### src/sv/h264idr_pkg.sv
// Shared types, codes and the Exp-Golomb bit step for the H.264 IDR detector.
// Used by every module of the detector; depends on nothing else.
`timescale 1ns / 1ps
`default_nettype none

package h264idr_pkg;

    // Stream widths
    localparam int S_TDATA_W = 8;
    localparam int M_TDATA_W = 8;

    // NAL unit types of interest
    localparam logic [4:0] NAL_KIND_MASK       = 5'h1f;
    localparam logic [4:0] NAL_KIND_SLICE      = 5'd1;
    localparam logic [4:0] NAL_KIND_IDR        = 5'd5;
    localparam logic [4:0] NAL_KIND_SPS        = 5'd7;
    localparam logic [4:0] NAL_KIND_SUBSET_SPS = 5'd15;

    // Start code framing
    localparam logic [7:0] START_CODE_ONE = 8'h01;
    localparam logic [1:0] ZERO_RUN_MAX   = 2'd2;
    localparam logic [1:0] LOOKAHEAD      = 2'd3;

    // Exp-Golomb limits and the intra slice types
    localparam logic [4:0]  MAX_LEAD_ZEROS = 5'd15;
    localparam logic [15:0] SLICE_KIND_I     = 16'd2;
    localparam logic [15:0] SLICE_KIND_I_ALL = 16'd7;

    typedef enum logic [1:0] {
        VERDICT_UNDECIDED = 2'd0,
        VERDICT_IDR       = 2'd1,
        VERDICT_NOT_IDR   = 2'd2
    } verdict_t;

    typedef enum logic [1:0] {
        PHASE_IDLE   = 2'd0,
        PHASE_FIRST  = 2'd1,
        PHASE_SECOND = 2'd2
    } phase_t;

    typedef enum logic [1:0] {
        STATUS_IDR_SPS = 2'd0,
        STATUS_NO_SPS  = 2'd1,
        STATUS_NO_IDR  = 2'd2
    } status_t;

    // Decoder state for the slice header codes
    typedef struct packed {
        phase_t      phase;
        logic [4:0]  lead;
        logic [15:0] code;
        verdict_t    verdict;
    } golomb_t;

    // Event from the start code scanner to the slice decoder
    typedef struct packed {
        logic       start_found;
        logic [4:0] unit_kind;
    } scan_evt_t;

    localparam golomb_t GOLOMB_FRESH = '{
        phase:   PHASE_FIRST,
        lead:    5'd0,
        code:    16'd0,
        verdict: VERDICT_UNDECIDED
    };

    // One bit into the ue(v) decoder: count zeros, then shift in the info bits.
    function automatic golomb_t golomb_bit(input golomb_t s, input logic bit_in);
        golomb_t     r;
        logic [15:0] val;
        r   = s;
        val = 16'd0;
        if (s.phase != PHASE_IDLE)
        begin
            if (s.code == 16'd0)
            begin
                if (!bit_in)
                begin
                    if (s.lead >= MAX_LEAD_ZEROS)
                    begin
                        r.phase   = PHASE_IDLE;
                        r.lead    = 5'd0;
                        r.verdict = VERDICT_NOT_IDR;
                    end
                    else
                    begin
                        r.lead = s.lead + 5'd1;
                    end
                end
                else
                begin
                    r.code = 16'd1;
                end
            end
            else
            begin
                r.code = {s.code[14:0], bit_in};
                r.lead = s.lead - 5'd1;
            end
            // A code is complete once all its info bits are in
            if (r.phase != PHASE_IDLE && r.code != 16'd0 && r.lead == 5'd0)
            begin
                val    = r.code - 16'd1;
                r.code = 16'd0;
                if (s.phase == PHASE_FIRST)
                begin
                    r.phase = PHASE_SECOND;
                end
                else
                begin
                    r.phase   = PHASE_IDLE;
                    r.verdict = (val == SLICE_KIND_I || val == SLICE_KIND_I_ALL) ?
                                VERDICT_IDR : VERDICT_NOT_IDR;
                end
            end
        end
        return r;
    endfunction

    // A whole byte, most significant bit first
    function automatic golomb_t golomb_byte(input golomb_t s, input logic [7:0] b);
        golomb_t r;
        r = s;
        for (int k = 7; k >= 0; k--)
        begin
            r = golomb_bit(r, b[k]);
        end
        return r;
    endfunction

endpackage

`default_nettype wire

### src/sv/h264idr_scan.sv
// Start code scanner: byte window, zero run, previous NAL type and SPS flag.
// Depends on h264idr_pkg.
`timescale 1ns / 1ps
`default_nettype none

module h264idr_scan (
    input  wire logic                  clk,
    input  wire logic                  rst_n,
    input  wire logic                  accept,
    input  wire logic [7:0]            data_byte,
    input  wire logic                  last_byte,
    output h264idr_pkg::scan_evt_t     evt,
    output logic                       sps_final
);

    logic [7:0] win_reg [3];
    logic [7:0] win_next [3];
    logic [1:0] seen_reg, seen_next;
    logic [1:0] zrun_reg, zrun_next;
    logic [4:0] prev_reg, prev_next;
    logic       sps_reg, sps_next;

    // Scan the byte three places back and look for 00 00 01
    always_comb
    begin
        seen_next       = seen_reg;
        zrun_next       = zrun_reg;
        prev_next       = prev_reg;
        sps_next        = sps_reg;
        evt.start_found = 1'b0;
        evt.unit_kind   = win_reg[1][4:0] & h264idr_pkg::NAL_KIND_MASK;
        if (seen_reg == h264idr_pkg::LOOKAHEAD)
        begin
            if (win_reg[0] == 8'd0)
            begin
                if (zrun_reg < h264idr_pkg::ZERO_RUN_MAX)
                begin
                    zrun_next = zrun_reg + 2'd1;
                end
            end
            else
            begin
                if (zrun_reg >= h264idr_pkg::ZERO_RUN_MAX &&
                    win_reg[0] == h264idr_pkg::START_CODE_ONE)
                begin
                    evt.start_found = 1'b1;
                    if (prev_reg == h264idr_pkg::NAL_KIND_SPS ||
                        prev_reg == h264idr_pkg::NAL_KIND_SUBSET_SPS)
                    begin
                        sps_next = 1'b1;
                    end
                    prev_next = evt.unit_kind;
                end
                zrun_next = 2'd0;
            end
        end
        else
        begin
            seen_next = seen_reg + 2'd1;
        end
        win_next[0] = win_reg[1];
        win_next[1] = win_reg[2];
        win_next[2] = data_byte;
        sps_final   = sps_next;
    end

    // State update; the last byte of a buffer returns everything to reset
    always_ff @(posedge clk or negedge rst_n)
    begin
        if (!rst_n)
        begin
            win_reg  <= '{default: 8'd0};
            seen_reg <= 2'd0;
            zrun_reg <= 2'd0;
            prev_reg <= 5'd0;
            sps_reg  <= 1'b0;
        end
        else if (accept)
        begin
            if (last_byte)
            begin
                win_reg  <= '{default: 8'd0};
                seen_reg <= 2'd0;
                zrun_reg <= 2'd0;
                prev_reg <= 5'd0;
                sps_reg  <= 1'b0;
            end
            else
            begin
                win_reg  <= win_next;
                seen_reg <= seen_next;
                zrun_reg <= zrun_next;
                prev_reg <= prev_next;
                sps_reg  <= sps_next;
            end
        end
    end

`ifndef SYNTHESIS
    // The zero run saturates at two
    a_zrun_range: assert property (@(posedge clk) disable iff (!rst_n)
        zrun_reg <= h264idr_pkg::ZERO_RUN_MAX)
        else $error("zero run out of range");

    // No byte is scanned before the window has filled
    a_zrun_needs_window: assert property (@(posedge clk) disable iff (!rst_n)
        (seen_reg != h264idr_pkg::LOOKAHEAD) |-> (zrun_reg == 2'd0 && !sps_reg))
        else $error("scan state changed before the window filled");
`endif

endmodule

`default_nettype wire

### src/sv/h264idr_golomb.sv
// Slice decision: IDR NAL kind or the slice kind from two ue(v) header codes.
// Depends on h264idr_pkg (golomb_byte function and state types).
`timescale 1ns / 1ps
`default_nettype none

module h264idr_golomb (
    input  wire logic                   clk,
    input  wire logic                   rst_n,
    input  wire logic                   accept,
    input  wire logic [7:0]             data_byte,
    input  wire logic                   last_byte,
    input  wire h264idr_pkg::scan_evt_t evt,
    output h264idr_pkg::verdict_t       verdict_final
);

    h264idr_pkg::golomb_t st_reg, st_next;
    h264idr_pkg::golomb_t spec_reg;
    h264idr_pkg::golomb_t fed;
    logic                 start_ok;

    // The first header byte was decoded from a fresh state as it arrived,
    // so at the start code only the current byte still has to go through.
    always_comb
    begin
        fed      = h264idr_pkg::golomb_byte(st_reg, data_byte);
        start_ok = evt.start_found &&
                   st_reg.verdict == h264idr_pkg::VERDICT_UNDECIDED &&
                   st_reg.phase == h264idr_pkg::PHASE_IDLE;
        st_next  = fed;
        if (start_ok)
        begin
            if (evt.unit_kind == h264idr_pkg::NAL_KIND_IDR)
            begin
                st_next.verdict = h264idr_pkg::VERDICT_IDR;
            end
            else if (evt.unit_kind == h264idr_pkg::NAL_KIND_SLICE)
            begin
                st_next = h264idr_pkg::golomb_byte(spec_reg, data_byte);
            end
        end
        // A code cut off by the end of the buffer counts as not IDR
        if (st_next.phase != h264idr_pkg::PHASE_IDLE)
        begin
            verdict_final = h264idr_pkg::VERDICT_NOT_IDR;
        end
        else
        begin
            verdict_final = st_next.verdict;
        end
    end

    // Decoder state, cleared after the last byte
    always_ff @(posedge clk or negedge rst_n)
    begin
        if (!rst_n)
        begin
            st_reg.phase   <= h264idr_pkg::PHASE_IDLE;
            st_reg.lead    <= 5'd0;
            st_reg.code    <= 16'd0;
            st_reg.verdict <= h264idr_pkg::VERDICT_UNDECIDED;
        end
        else if (accept)
        begin
            if (last_byte)
            begin
                st_reg.phase   <= h264idr_pkg::PHASE_IDLE;
                st_reg.lead    <= 5'd0;
                st_reg.code    <= 16'd0;
                st_reg.verdict <= h264idr_pkg::VERDICT_UNDECIDED;
            end
            else
            begin
                st_reg <= st_next;
            end
        end
    end

    // Speculative decode of each byte from a fresh first-code state
    always_ff @(posedge clk)
    begin
        if (accept)
        begin
            spec_reg <= h264idr_pkg::golomb_byte(h264idr_pkg::GOLOMB_FRESH, data_byte);
        end
    end

`ifndef SYNTHESIS
    // An idle decoder holds no partial code
    a_idle_clean: assert property (@(posedge clk) disable iff (!rst_n)
        (st_reg.phase == h264idr_pkg::PHASE_IDLE) |-> (st_reg.lead == 5'd0 &&
                                                       st_reg.code == 16'd0))
        else $error("idle decoder holds a partial code");

    // A running decoder never has a verdict yet
    a_running_undecided: assert property (@(posedge clk) disable iff (!rst_n)
        (st_reg.phase != h264idr_pkg::PHASE_IDLE) |->
        (st_reg.verdict == h264idr_pkg::VERDICT_UNDECIDED &&
         st_reg.lead <= h264idr_pkg::MAX_LEAD_ZEROS))
        else $error("decoder running with a verdict or too many zeros");
`endif

endmodule

`default_nettype wire

### src/sv/h264idr_outbuf.sv
// Result register with a skid stage, so input bytes keep flowing while a
// status waits on the output. Depends on h264idr_pkg.
`timescale 1ns / 1ps
`default_nettype none

module h264idr_outbuf (
    input  wire logic                  clk,
    input  wire logic                  rst_n,
    input  wire logic                  push,
    input  wire h264idr_pkg::status_t  push_status,
    output logic                       space,
    output logic                       m_tvalid,
    input  wire logic                  m_tready,
    output logic [h264idr_pkg::M_TDATA_W-1:0] m_tdata
);

    logic                  out_valid_reg;
    h264idr_pkg::status_t  out_status_reg;
    logic                  skid_valid_reg;
    h264idr_pkg::status_t  skid_status_reg;
    logic                  pop;

    assign pop      = out_valid_reg && m_tready;
    assign space    = !skid_valid_reg;
    assign m_tvalid = out_valid_reg;
    assign m_tdata  = {{(h264idr_pkg::M_TDATA_W - 2){1'b0}}, out_status_reg};

    // Valid flags
    always_ff @(posedge clk or negedge rst_n)
    begin
        if (!rst_n)
        begin
            out_valid_reg  <= 1'b0;
            skid_valid_reg <= 1'b0;
        end
        else
        begin
            if (pop)
            begin
                out_valid_reg  <= skid_valid_reg || push;
                skid_valid_reg <= skid_valid_reg && push;
            end
            else if (push)
            begin
                out_valid_reg  <= 1'b1;
                skid_valid_reg <= out_valid_reg;
            end
        end
    end

    // Result payload
    always_ff @(posedge clk)
    begin
        if (pop)
        begin
            if (skid_valid_reg)
            begin
                out_status_reg <= skid_status_reg;
                if (push)
                begin
                    skid_status_reg <= push_status;
                end
            end
            else if (push)
            begin
                out_status_reg <= push_status;
            end
        end
        else if (push)
        begin
            if (out_valid_reg)
            begin
                skid_status_reg <= push_status;
            end
            else
            begin
                out_status_reg <= push_status;
            end
        end
    end

`ifndef SYNTHESIS
    // The skid stage fills only behind a waiting result
    a_skid_behind_out: assert property (@(posedge clk) disable iff (!rst_n)
        skid_valid_reg |-> out_valid_reg)
        else $error("skid stage full with output empty");
`endif

endmodule

`default_nettype wire

### src/sv/h264_idr_access_unit_detector.sv
// The status is registered in the output buffer and shows on m_tvalid once any earlier result is read.
// Throughput: one byte per cycle while s_tready is high; every byte is handled in the cycle it is taken.
// s_tready falls only while two status results wait unread in the output buffer.
// Reset (rst_n low, asynchronous) clears the scan and decoder state, all but spec_reg; no clearing pass.
// The last byte of each buffer also returns that state to reset.
// Top level of the IDR detector; depends on h264idr_pkg and the h264idr_* modules.
`timescale 1ns / 1ps
`default_nettype none

module h264_idr_access_unit_detector (
    input  wire logic                                   clk,
    input  wire logic                                   rst_n,
    input  wire logic                                   s_tvalid,
    output logic                                        s_tready,
    input  wire logic [h264idr_pkg::S_TDATA_W-1:0]      s_tdata,  // [7:0] data_byte
    input  wire logic                                   s_tlast,  // last_byte
    output logic                                        m_tvalid,
    input  wire logic                                   m_tready,
    output logic [h264idr_pkg::M_TDATA_W-1:0]           m_tdata   // [1:0] status, rest zero
);

    logic                   accept;
    logic                   space;
    logic                   sps_final;
    h264idr_pkg::scan_evt_t evt;
    h264idr_pkg::verdict_t  verdict_final;
    h264idr_pkg::status_t   status;

    assign s_tready = space;
    assign accept   = s_tvalid && space;

    h264idr_scan u_scan (
        .clk       (clk),
        .rst_n     (rst_n),
        .accept    (accept),
        .data_byte (s_tdata),
        .last_byte (s_tlast),
        .evt       (evt),
        .sps_final (sps_final)
    );

    h264idr_golomb u_golomb (
        .clk           (clk),
        .rst_n         (rst_n),
        .accept        (accept),
        .data_byte     (s_tdata),
        .last_byte     (s_tlast),
        .evt           (evt),
        .verdict_final (verdict_final)
    );

    // Status priority: a missing SPS outranks the slice verdict
    always_comb
    begin
        if (!sps_final)
        begin
            status = h264idr_pkg::STATUS_NO_SPS;
        end
        else if (verdict_final != h264idr_pkg::VERDICT_IDR)
        begin
            status = h264idr_pkg::STATUS_NO_IDR;
        end
        else
        begin
            status = h264idr_pkg::STATUS_IDR_SPS;
        end
    end

    h264idr_outbuf u_outbuf (
        .clk         (clk),
        .rst_n       (rst_n),
        .push        (accept && s_tlast),
        .push_status (status),
        .space       (space),
        .m_tvalid    (m_tvalid),
        .m_tready    (m_tready),
        .m_tdata     (m_tdata)
    );

`ifndef SYNTHESIS
    // A new result shows only after a last byte was taken
    a_result_from_last: assert property (@(posedge clk) disable iff (!rst_n)
        $rose(m_tvalid) |-> $past(s_tvalid && s_tready && s_tlast))
        else $error("result without a last byte");
`endif

endmodule

`default_nettype wire
### config.mk
export PLATFORM = sky130hd
export DESIGN_NAME = h264_idr_access_unit_detector
export DESIGN_NICKNAME = d
export VERILOG_FILES = /design/src/sv/h264idr_pkg.sv /design/src/sv/h264idr_scan.sv /design/src/sv/h264idr_golomb.sv /design/src/sv/h264idr_outbuf.sv /design/src/sv/h264_idr_access_unit_detector.sv
export SDC_FILE = /design/constraint.sdc
export NUM_CORES = 1
export LEC_CHECK = 0
export ABC_AREA = 1
export BUFFER_PORTS_ARGS = -buffer_cell sky130_fd_sc_hd__buf_2
export CAP_MARGIN = 20
export CORE_ASPECT_RATIO = 1.25
export CORE_UTILIZATION = 40
export DETAILED_ROUTE_END_ITERATION = 7
export PLACE_DENSITY = 0.61
export SLEW_MARGIN = 5
export SYNTH_ARGS = -nofsm -noshare
export SYNTH_HDL_FRONTEND = slang
export SYNTH_HIERARCHICAL = 1
export SYNTH_SLANG_ARGS = --single-unit
### constraint.sdc
create_clock -name clk -period 9.64 [get_ports clk]
set_input_delay 1.928 -clock clk [delete_from_list [all_inputs] [get_ports clk]]
set_output_delay 1.928 -clock clk [all_outputs]
set_load 0.05 [all_outputs]
==> results summary, run 1 <==
The initial core utilization came out at between 40% and 50%. The pin count of the biggest net entering global routing is between 60 and 70. The slowest stage of the critical path belongs to the cell sky130_fd_sc_hd__nand4_4.

The least setup slack across all paths after layout is -2.965 ns. The flow ran to the end, but the final reports show violations. After Yosys synthesis, full adders, half adders and majority gates account for under 10% of the synthesized area.

In the global route stage, overall resource usage came out at a little under a third. The detailed-router iteration count before antenna repair came out at 6. The delay of the slowest cell on the worst path came out at around 0.22 ns. Dividing the detail-routed via count by the number of cells gives roughly 5.2. The area share of and/or/nand/nor cells after synthesis is between 50 and 60%. The clock latency at the later pin of the worst-skew pair came out at between 0.3 and 0.4 ns. The boundary pin count is 23.

The number of levels the H-tree was split into is 3. The post-route setup TNS came out at -71.30 ns. The number of nets in the final layout is between 4000 and 5000. The flip-flop count of the largest register, all copies and words added is 25. Setup repair after global routing could not meet its margin everywhere. The hold-fix buffer count after cts came out at 0. The number of endpoints failing setup at the final stage came out at 27. The critical path endpoint category is a flop. The tightest slew margin relative to the limit is between 30 and 40%. STA classifies the critical path startpoint as a primary input. The post-route fraction of the period consumed by the critical path is 130.8%.

The share of flip-flops with an asynchronous set or reset after synthesis is 75.00%. The number of standard cells after synthesis came out at approximately 3400. Summed over all layers, the routed wires come to 79400 um. Buffers inserted during clock tree synthesis total 9. The floorplan has approximately 90 rows. Summing every instance area after synthesis gives approximately 19000 um2. The horizontal extent of the die came out at approximately 190 um. The top achievable clock speed came out at ~0.079 GHz. The post-route clock skew is approximately 0.0077 ns. The number of register bits inferred by synthesis is 80. Of the total synthesized cell area, the portion taken by XOR and XNOR cells is 3.293%. The overall overflow remaining after global route came out at 0. The number of fill cells came out at 4051. The count of nets left with antenna violations once routing finished came out at 0.

Cells with a size suffix above 1 make up 43.92% of the layout. The clock slew seen by the registers of the worst setup and hold paths is roughly 0.060 ns. The vias after detailed routing is ~27000.

For this run, design rule violations remaining after detail routing come to 0. The core region is 46020 um2. The class of the tightest hold or removal check is flop to flop. The average wire per standard cell came out at roughly 16 um.

Counting every sink on the clock net gives 80. Sequential elements use 11.29% of the synthesized area. The DRC marker count from the first detailed-route iteration is roughly 1700. The synthesized design contains 20 enable-type register cells. The max-capacitance violation count came out at 0. For this run, the leading register cell type out of synthesis is sky130_fd_sc_hd__dfrtp_1. The checks that failed: negative setup slack.

The final-report max-slew violation count came to 0. The worst setup path is of the primary input to flop kind. At the worst endpoint, the arrival time is about 13 ns. The shortest period the worst path allows is approximately 13 ns. The hold violation count in the final report came out at 0. The initial antenna violation count is 1.

The transition time at the pin with the least slew margin came out at 1.032 ns. The HPWL after detailed placement is roughly 60000 um. The synthesized area per cell is around 5.4 um2. In this run the worst path has a maximum fanout of 8. The area fraction in compound gates after synthesis is 15.25%. Routability-driven placement finished with a final weighted congestion of about 1. The area growth from synthesis to layout came out at 66.90%. The post-placement setup slack came out at -3.468 ns. The floorplan die area came out at roughly 47000 um2. The wire length of the first global-routing pass came out at around 120000 um. The dominant combinational cell family by area after synthesis is simple AND/OR/NAND/NOR gates. The port buffer count is 16. The number of different library cells used by synthesis comes to a little under 70.

In this run the clock root is driven by a sky130_fd_sc_hd__clkbuf_16. TritonCTS built the clock tree. The number of buffers on the longest clock path is 2. Counting stages on the worst path, the most repeated cell is sky130_fd_sc_hd__nand2_2. The via count of the first global-routing pass is 23950.

The y dimension of the die is between 200 and 250 um. For the worst setup path, the data required time is around 10 ns. Yosys printed 6 warnings.

The portion of netlist area occupied by mux cells came out at 0%.
-- cell usage in the layout (no fill, tap or decap), types with 18 or more instances in the layout --
cell                        count
sky130_fd_sc_hd__nand4_1       63
sky130_fd_sc_hd__a21oi_2       39
sky130_fd_sc_hd__buf_12        20
sky130_fd_sc_hd__inv_2         42
sky130_fd_sc_hd__ha_1          50
sky130_fd_sc_hd__nor4_1        20
sky130_fd_sc_hd__nor3_1        24
sky130_fd_sc_hd__nand3_1      227
sky130_fd_sc_hd__dfrtp_1       60
sky130_fd_sc_hd__buf_6         45
sky130_fd_sc_hd__o21ai_0      141
sky130_fd_sc_hd__a21oi_4       24
sky130_fd_sc_hd__buf_4       1049
sky130_fd_sc_hd__nor2_2        87
sky130_fd_sc_hd__o22ai_1       18
sky130_fd_sc_hd__nand2_4       77
sky130_fd_sc_hd__o211ai_1      19
sky130_fd_sc_hd__edfxtp_1      20
sky130_fd_sc_hd__a31oi_1       20
sky130_fd_sc_hd__a21oi_1      113
sky130_fd_sc_hd__xor2_1        53
sky130_fd_sc_hd__nor2_4        98
sky130_fd_sc_hd__nand2_2      282
sky130_fd_sc_hd__nor2_1       364
sky130_fd_sc_hd__clkbuf_16     22
sky130_fd_sc_hd__o21ai_2       30
sky130_fd_sc_hd__nand2_1      705
sky130_fd_sc_hd__nand3_2       47
sky130_fd_sc_hd__inv_1        495
sky130_fd_sc_hd__o21ai_1       29
-- cell usage after synthesis (14+ instances only) --
master | n | area, um2
sky130_fd_sc_hd__inv_2 | 23 | 86.33
sky130_fd_sc_hd__a31oi_1 | 23 | 143.9
sky130_fd_sc_hd__nand2_1 | 948 | 3558
sky130_fd_sc_hd__o22ai_1 | 20 | 125.1
sky130_fd_sc_hd__o211ai_1 | 19 | 142.6
sky130_fd_sc_hd__dfrtp_1 | 60 | 1501
sky130_fd_sc_hd__clkbuf_1 | 30 | 112.6
sky130_fd_sc_hd__xor2_1 | 53 | 464.2
sky130_fd_sc_hd__o21ai_0 | 169 | 845.8
sky130_fd_sc_hd__nor2_2 | 60 | 375.4
sky130_fd_sc_hd__nand3_1 | 276 | 1381
sky130_fd_sc_hd__nor3_1 | 37 | 185.2
sky130_fd_sc_hd__buf_6 | 19 | 214.0
sky130_fd_sc_hd__nand4_1 | 63 | 394.1
sky130_fd_sc_hd__buf_4 | 17 | 127.6
sky130_fd_sc_hd__nand2_2 | 103 | 644.4
sky130_fd_sc_hd__inv_1 | 519 | 1948
sky130_fd_sc_hd__nand2_4 | 14 | 157.7
sky130_fd_sc_hd__ha_1 | 58 | 725.7
sky130_fd_sc_hd__nand3b_1 | 17 | 127.6
sky130_fd_sc_hd__nor4_1 | 20 | 125.1
sky130_fd_sc_hd__nor2_4 | 32 | 360.4
sky130_fd_sc_hd__edfxtp_1 | 20 | 600.6
sky130_fd_sc_hd__xnor2_1 | 17 | 148.9
sky130_fd_sc_hd__clkinv_1 | 14 | 52.55
sky130_fd_sc_hd__nor2_1 | 457 | 1715
sky130_fd_sc_hd__a21oi_1 | 162 | 810.8
sky130_fd_sc_hd__o21ai_1 | 28 | 140.1
-- final timing paths --
path | startpoint | endpoint | slack (ns) | cells after the start
setup / recovery | s_tdata[7] | u_outbuf/out_status_reg[1] | -2.96 | 96
hold / removal | u_scan/prev_reg[2] | u_scan/prev_reg[2] | 0.47 | 2
setup reg to reg | u_golomb/st_reg[18] | u_outbuf/out_status_reg[1] | -1.95 | 98
hold reg to reg | u_scan/prev_reg[2] | u_scan/prev_reg[2] | 0.47 | 2
max in group asynchronous | rst_n | u_scan/evt[3] | 7.41 | 2
min in group asynchronous | rst_n | u_scan/win_reg[23] | 1.73 | 2
-- layer usage --
metal  global-route usage, %  share of wire, %
met5                       0                 0
met4                   16.91               7.7
met3                   3.126               5.1
met2                   56.33                50
met1                   32.90                37
-- repair_timing --
action                                  CTS  global route
resized for setup                        66           674
buffers inserted                         10            80
pin swaps                                35           201
hold endpoints to repair                  0             0
endpoints found under the setup margin   39            42
cloned                                    5            15
-- through the flow --
stage	area (um2)	hold slack [ns]	instances	utilization (%)
2_1_floorplan	19030	0.4339	3441	-
3_3_place_gp	27060	0.4513	4985	58.80
3_5_place_dp	27060	0.4510	4985	58.80
4_1_cts	27750	0.4672	5016	60.29
5_1_grt	31070	0.4960	5109	67.51
6_report	31070	0.4665	5110	67.52
-- final cells by class --
cell class              instances  area [um2]  area share [%]
diodes                          1       2.502        0.008053
clock buffers                  11       242.7          0.7812
clock inverters                 5       38.79          0.1248
inverters                     562        2153           6.930
multi-input cells            2719       16550           53.28
flip-flops and latches         80        2102           6.765
well taps                     585       732.0           2.356
repair buffers               1147        9248           29.76
-- cells by family after synthesis --
| family | after synthesis |
|---|---|
| AOI/OAI and AO/OA | 495 |
| xor gates and xnor gates | 70 |
| adders and majority gates | 58 |
| buffers and inverters | 646 |
| DFF | 80 |
| other | 3 |
| and+or+nand+nor | 2080 |
-- critical path: cells and delay by family --
| kind | cells | cell delay [ns] |
|---|---|---|
| AOI/OAI and AO/OA | 4 | 0.38 |
| and+or+nand+nor | 75 | 7.84 |
| buffers and inverters | 17 | 2.49 |
Power of run 1 is not shown: default switching activity piles up to over one toggle a cycle in this logic, so the estimate is an artifact.
==> inputs of run 2 (changes only) <==
--- a/config.mk
+++ b/config.mk
@@ -11,7 +11,7 @@
 export CORE_ASPECT_RATIO = 1.25
 export CORE_UTILIZATION = 40
 export DETAILED_ROUTE_END_ITERATION = 7
-export PLACE_DENSITY = 0.61
+export PLACE_DENSITY = 0.67
 export SLEW_MARGIN = 5
 export SYNTH_ARGS = -nofsm -noshare
 export SYNTH_HDL_FRONTEND = slang
==> run 2 against run 1 <==
Against the previous run: the run still ends with negative setup slack left; non-clock buffer count up 4; largest cell class unchanged; critical path type unchanged; first-iteration DRC count is 21% higher; worst setup slack got worse by 0.28 ns; hold slack improved by 0.0056 ns.
==> results summary, run 2 (synthesis results as in run 1) <==
Status: finished, violations left (unchanged). Violations in the final reports: negative setup slack (unchanged). The core box area is 46020 um2 (unchanged). The post-route clock skew came out at 0.009424 ns (was 0.007665 ns).

The via count of the first global-routing pass is 24200 (was 23950). The number of buffers on the longest clock path was 2 (unchanged). The fraction of final layout cells with drive strength greater than 1 is 39.80% (was 43.92%). The clock tree from TritonCTS is yes (unchanged).

The number of vias per cell after detailed routing came out at 5.255 (was 5.191). The hold-fix buffer count after cts is 0 (unchanged). The data arrival time of the critical path came out at 13.00 ns (was 12.70 ns). Commonest cells after routing, fill and taps aside: 1076 x sky130_fd_sc_hd__buf_4, 807 x sky130_fd_sc_hd__nand2_1, 504 x sky130_fd_sc_hd__inv_1 (was 1049 x sky130_fd_sc_hd__buf_4, 705 x sky130_fd_sc_hd__nand2_1, 495 x sky130_fd_sc_hd__inv_1). The wire length of the first global-routing pass is 115400 um (was 116100 um). The critical path endpoint category is a flop (unchanged). The least setup slack across all paths after layout is -3.246 ns (was -2.965 ns). The initial antenna violation count came out at 0 (was 1). The kind of critical path is primary input to flop (unchanged).

The routed wire length is 79520 um (was 79400 um). The boundary pin count is 23 (unchanged). The cell class contributing the biggest share of worst-path delay is simple AND/OR/NAND/NOR gates (unchanged). Setup repair after global routing missed its margin: yes (unchanged).

The combined buffer and inverter count along the critical path is 16 (was 17). The HPWL after detailed placement came out at 59120 um (was 60000 um). The vias after detailed routing came out at 26870 (was 26530). The transition time at the pin with the least slew margin is 0.9931 ns (was 1.032 ns). The final instance area came out at 30160 um2 (was 31070 um2). The clock slew seen by the registers of the worst setup and hold paths was 0.06 ns (about the same). The detailed-router iteration count before antenna repair is 6 (unchanged). The max-capacitance violation count is 0 (unchanged). The y dimension of the die is 243.2 um (unchanged). The startpoint kind of the worst setup timing path is a primary input (unchanged). The area growth from synthesis to layout is 62.00% (was 66.90%). The area after detailed placement is 27150 um2 (was 27060 um2).

The class of the tightest hold or removal check is flop to flop (unchanged). The all-layer global routing usage is 29.83% (was 30.17%). The CTS buffer count came out at 9 (unchanged). The slowest stage cell on the critical path is sky130_fd_sc_hd__nor3_4 (was sky130_fd_sc_hd__nand4_4). The shortest period the worst path allows is 12.89 ns (was 12.60 ns). The number of endpoints failing setup at the final stage came out at 35 (was 27). The number of nets in the final layout came out at 4594 (was 4590). The floorplan die area is 47420 um2 (unchanged). The number of remaining DRC errors was 0 (unchanged).

The number of levels the H-tree was split into is 3 (unchanged). The flip-flop count of the largest register, all copies and words added came out at 25 (unchanged). The overall overflow remaining after global route came to 0 (unchanged). The largest driver fanout on the critical path came out at 8 (unchanged).

The DRC marker count from the first detailed-route iteration is 2008 (was 1666). The routability congestion estimate came to 1.016 (was 0.9959). The worst slack on hold paths came to 0.4721 ns (was 0.4665 ns). The horizontal extent of the die is 195.0 um (unchanged). The clock latency at the later pin of the worst-skew pair is 0.35 ns (about the same). The post-detailed-route count of antenna-violating nets came out at 0 (unchanged). The port buffer count is 16 (unchanged).

The clock tree root buffer cell is sky130_fd_sc_hd__clkbuf_16 (unchanged). The post-route fraction of the period consumed by the critical path came out at 133.7% (was 130.8%). The most common cell type on the critical path is sky130_fd_sc_hd__nand2_2 (unchanged). The number of fill cells is 3863 (was 4051).

The worst path required time is 9.75 ns (was 9.74 ns). The most common cell after layout, fill and taps aside is sky130_fd_sc_hd__buf_4 (unchanged). The number of sinks on the clock net is 80 (unchanged). The top achievable clock speed was 0.07760 GHz (was 0.07934 GHz). The tightest slew margin relative to the limit came to 33.39% (was 30.75%). The final-report max-slew violation count is 0 (unchanged). The number of inserted diodes came to 0 (was 1). The pin count of the biggest net entering global routing came to 61 (unchanged).

The delay of the slowest cell on the worst path is 0.22 ns (about the same). The hold violation count in the final report came out at 0 (unchanged). The placement row count is 88 (unchanged).

The initial core utilization is 40.45% (unchanged). The average wire per standard cell came out at 15.55 um (was 15.54 um).
[run 2: cell types whose count changed in the layout (fill, tap and decap cells not counted), moves of 15 or more]
| cell | previous run | this run |
|---|---|---|
| sky130_fd_sc_hd__buf_4 | 1049 | 1076 |
| sky130_fd_sc_hd__nand2_2 | 282 | 180 |
| sky130_fd_sc_hd__nand3_1 | 227 | 252 |
| sky130_fd_sc_hd__nand3_2 | 47 | 32 |
| sky130_fd_sc_hd__a21oi_1 | 113 | 129 |
| sky130_fd_sc_hd__nand2_1 | 705 | 807 |
| sky130_fd_sc_hd__nor2_1 | 364 | 392 |
| sky130_fd_sc_hd__nor2_4 | 98 | 77 |
[run 2: what timing repair did]
action	in CTS	in global routing
endpoints found under the setup margin	42	42
cloned	4	4
gates resized for setup	78	409
buffers inserted	31	65
pin swaps	9	164
endpoints found under the hold margin	0	0
[run 2: final timing paths]
check                                          from  slack [ns]                           to  depth (start not counted)
worst min register to register   u_scan/prev_reg[1]        0.47           u_scan/prev_reg[1]                          2
worst max register to register  u_golomb/st_reg[18]       -2.30  u_outbuf/skid_status_reg[1]                         95
max in group asynchronous                     rst_n        7.42           u_golomb/st_reg[2]                          2
worst max-delay path                     s_tdata[7]       -3.25  u_outbuf/skid_status_reg[1]                         93
worst min-delay path             u_scan/prev_reg[1]        0.47           u_scan/prev_reg[1]                          2
min in group asynchronous                     rst_n        1.72           u_scan/win_next[8]                          2
[run 2: area by class of cell]
type / count / area, um2 / area share [%]
clock buffers: 11 / 254.0 / 0.8421
clock inverters: 5 / 53.80 / 0.1784
inverters: 562 / 2156 / 7.148
multi-input cells: 2719 / 15800 / 52.38
flip-flops and latches: 80 / 2102 / 6.969
well taps: 585 / 732.0 / 2.427
repair buffers: 1151 / 9066 / 30.06
[run 2: per-layer routing]
metal	global-route usage (%)	share of wire, %	vias to the layer above
met5	0	0	-
met4	20.08	8.6	0
met3	2.181	5.4	428
met2	54.88	49	1072
met1	32.52	37	12200
li1	-	-	13170
[run 2: tightest hold or removal path, delay by kind of cell (launching register included)]
| kind | cells | cell delay [ns] |
|---|---|---|
| flops | 1 | 0.34 |
| simple gates | 2 | 0.10 |
[run 2: through the flow]
step	setup WS (ns)	setup TNS, ns	utilization (%)	instances
4_1_cts	-2.723	-64.79	60.99	5046
3_5_place_dp	-3.636	-99.37	58.99	4995
6_report	-3.246	-78.72	65.53	5113
5_1_grt	-3.855	-97.50	65.53	5113
3_3_place_gp	-3.459	-92.51	58.99	4995
2_1_floorplan	-1.823	-36.56	-	3441
Power of run 2 is left out for the same reason.
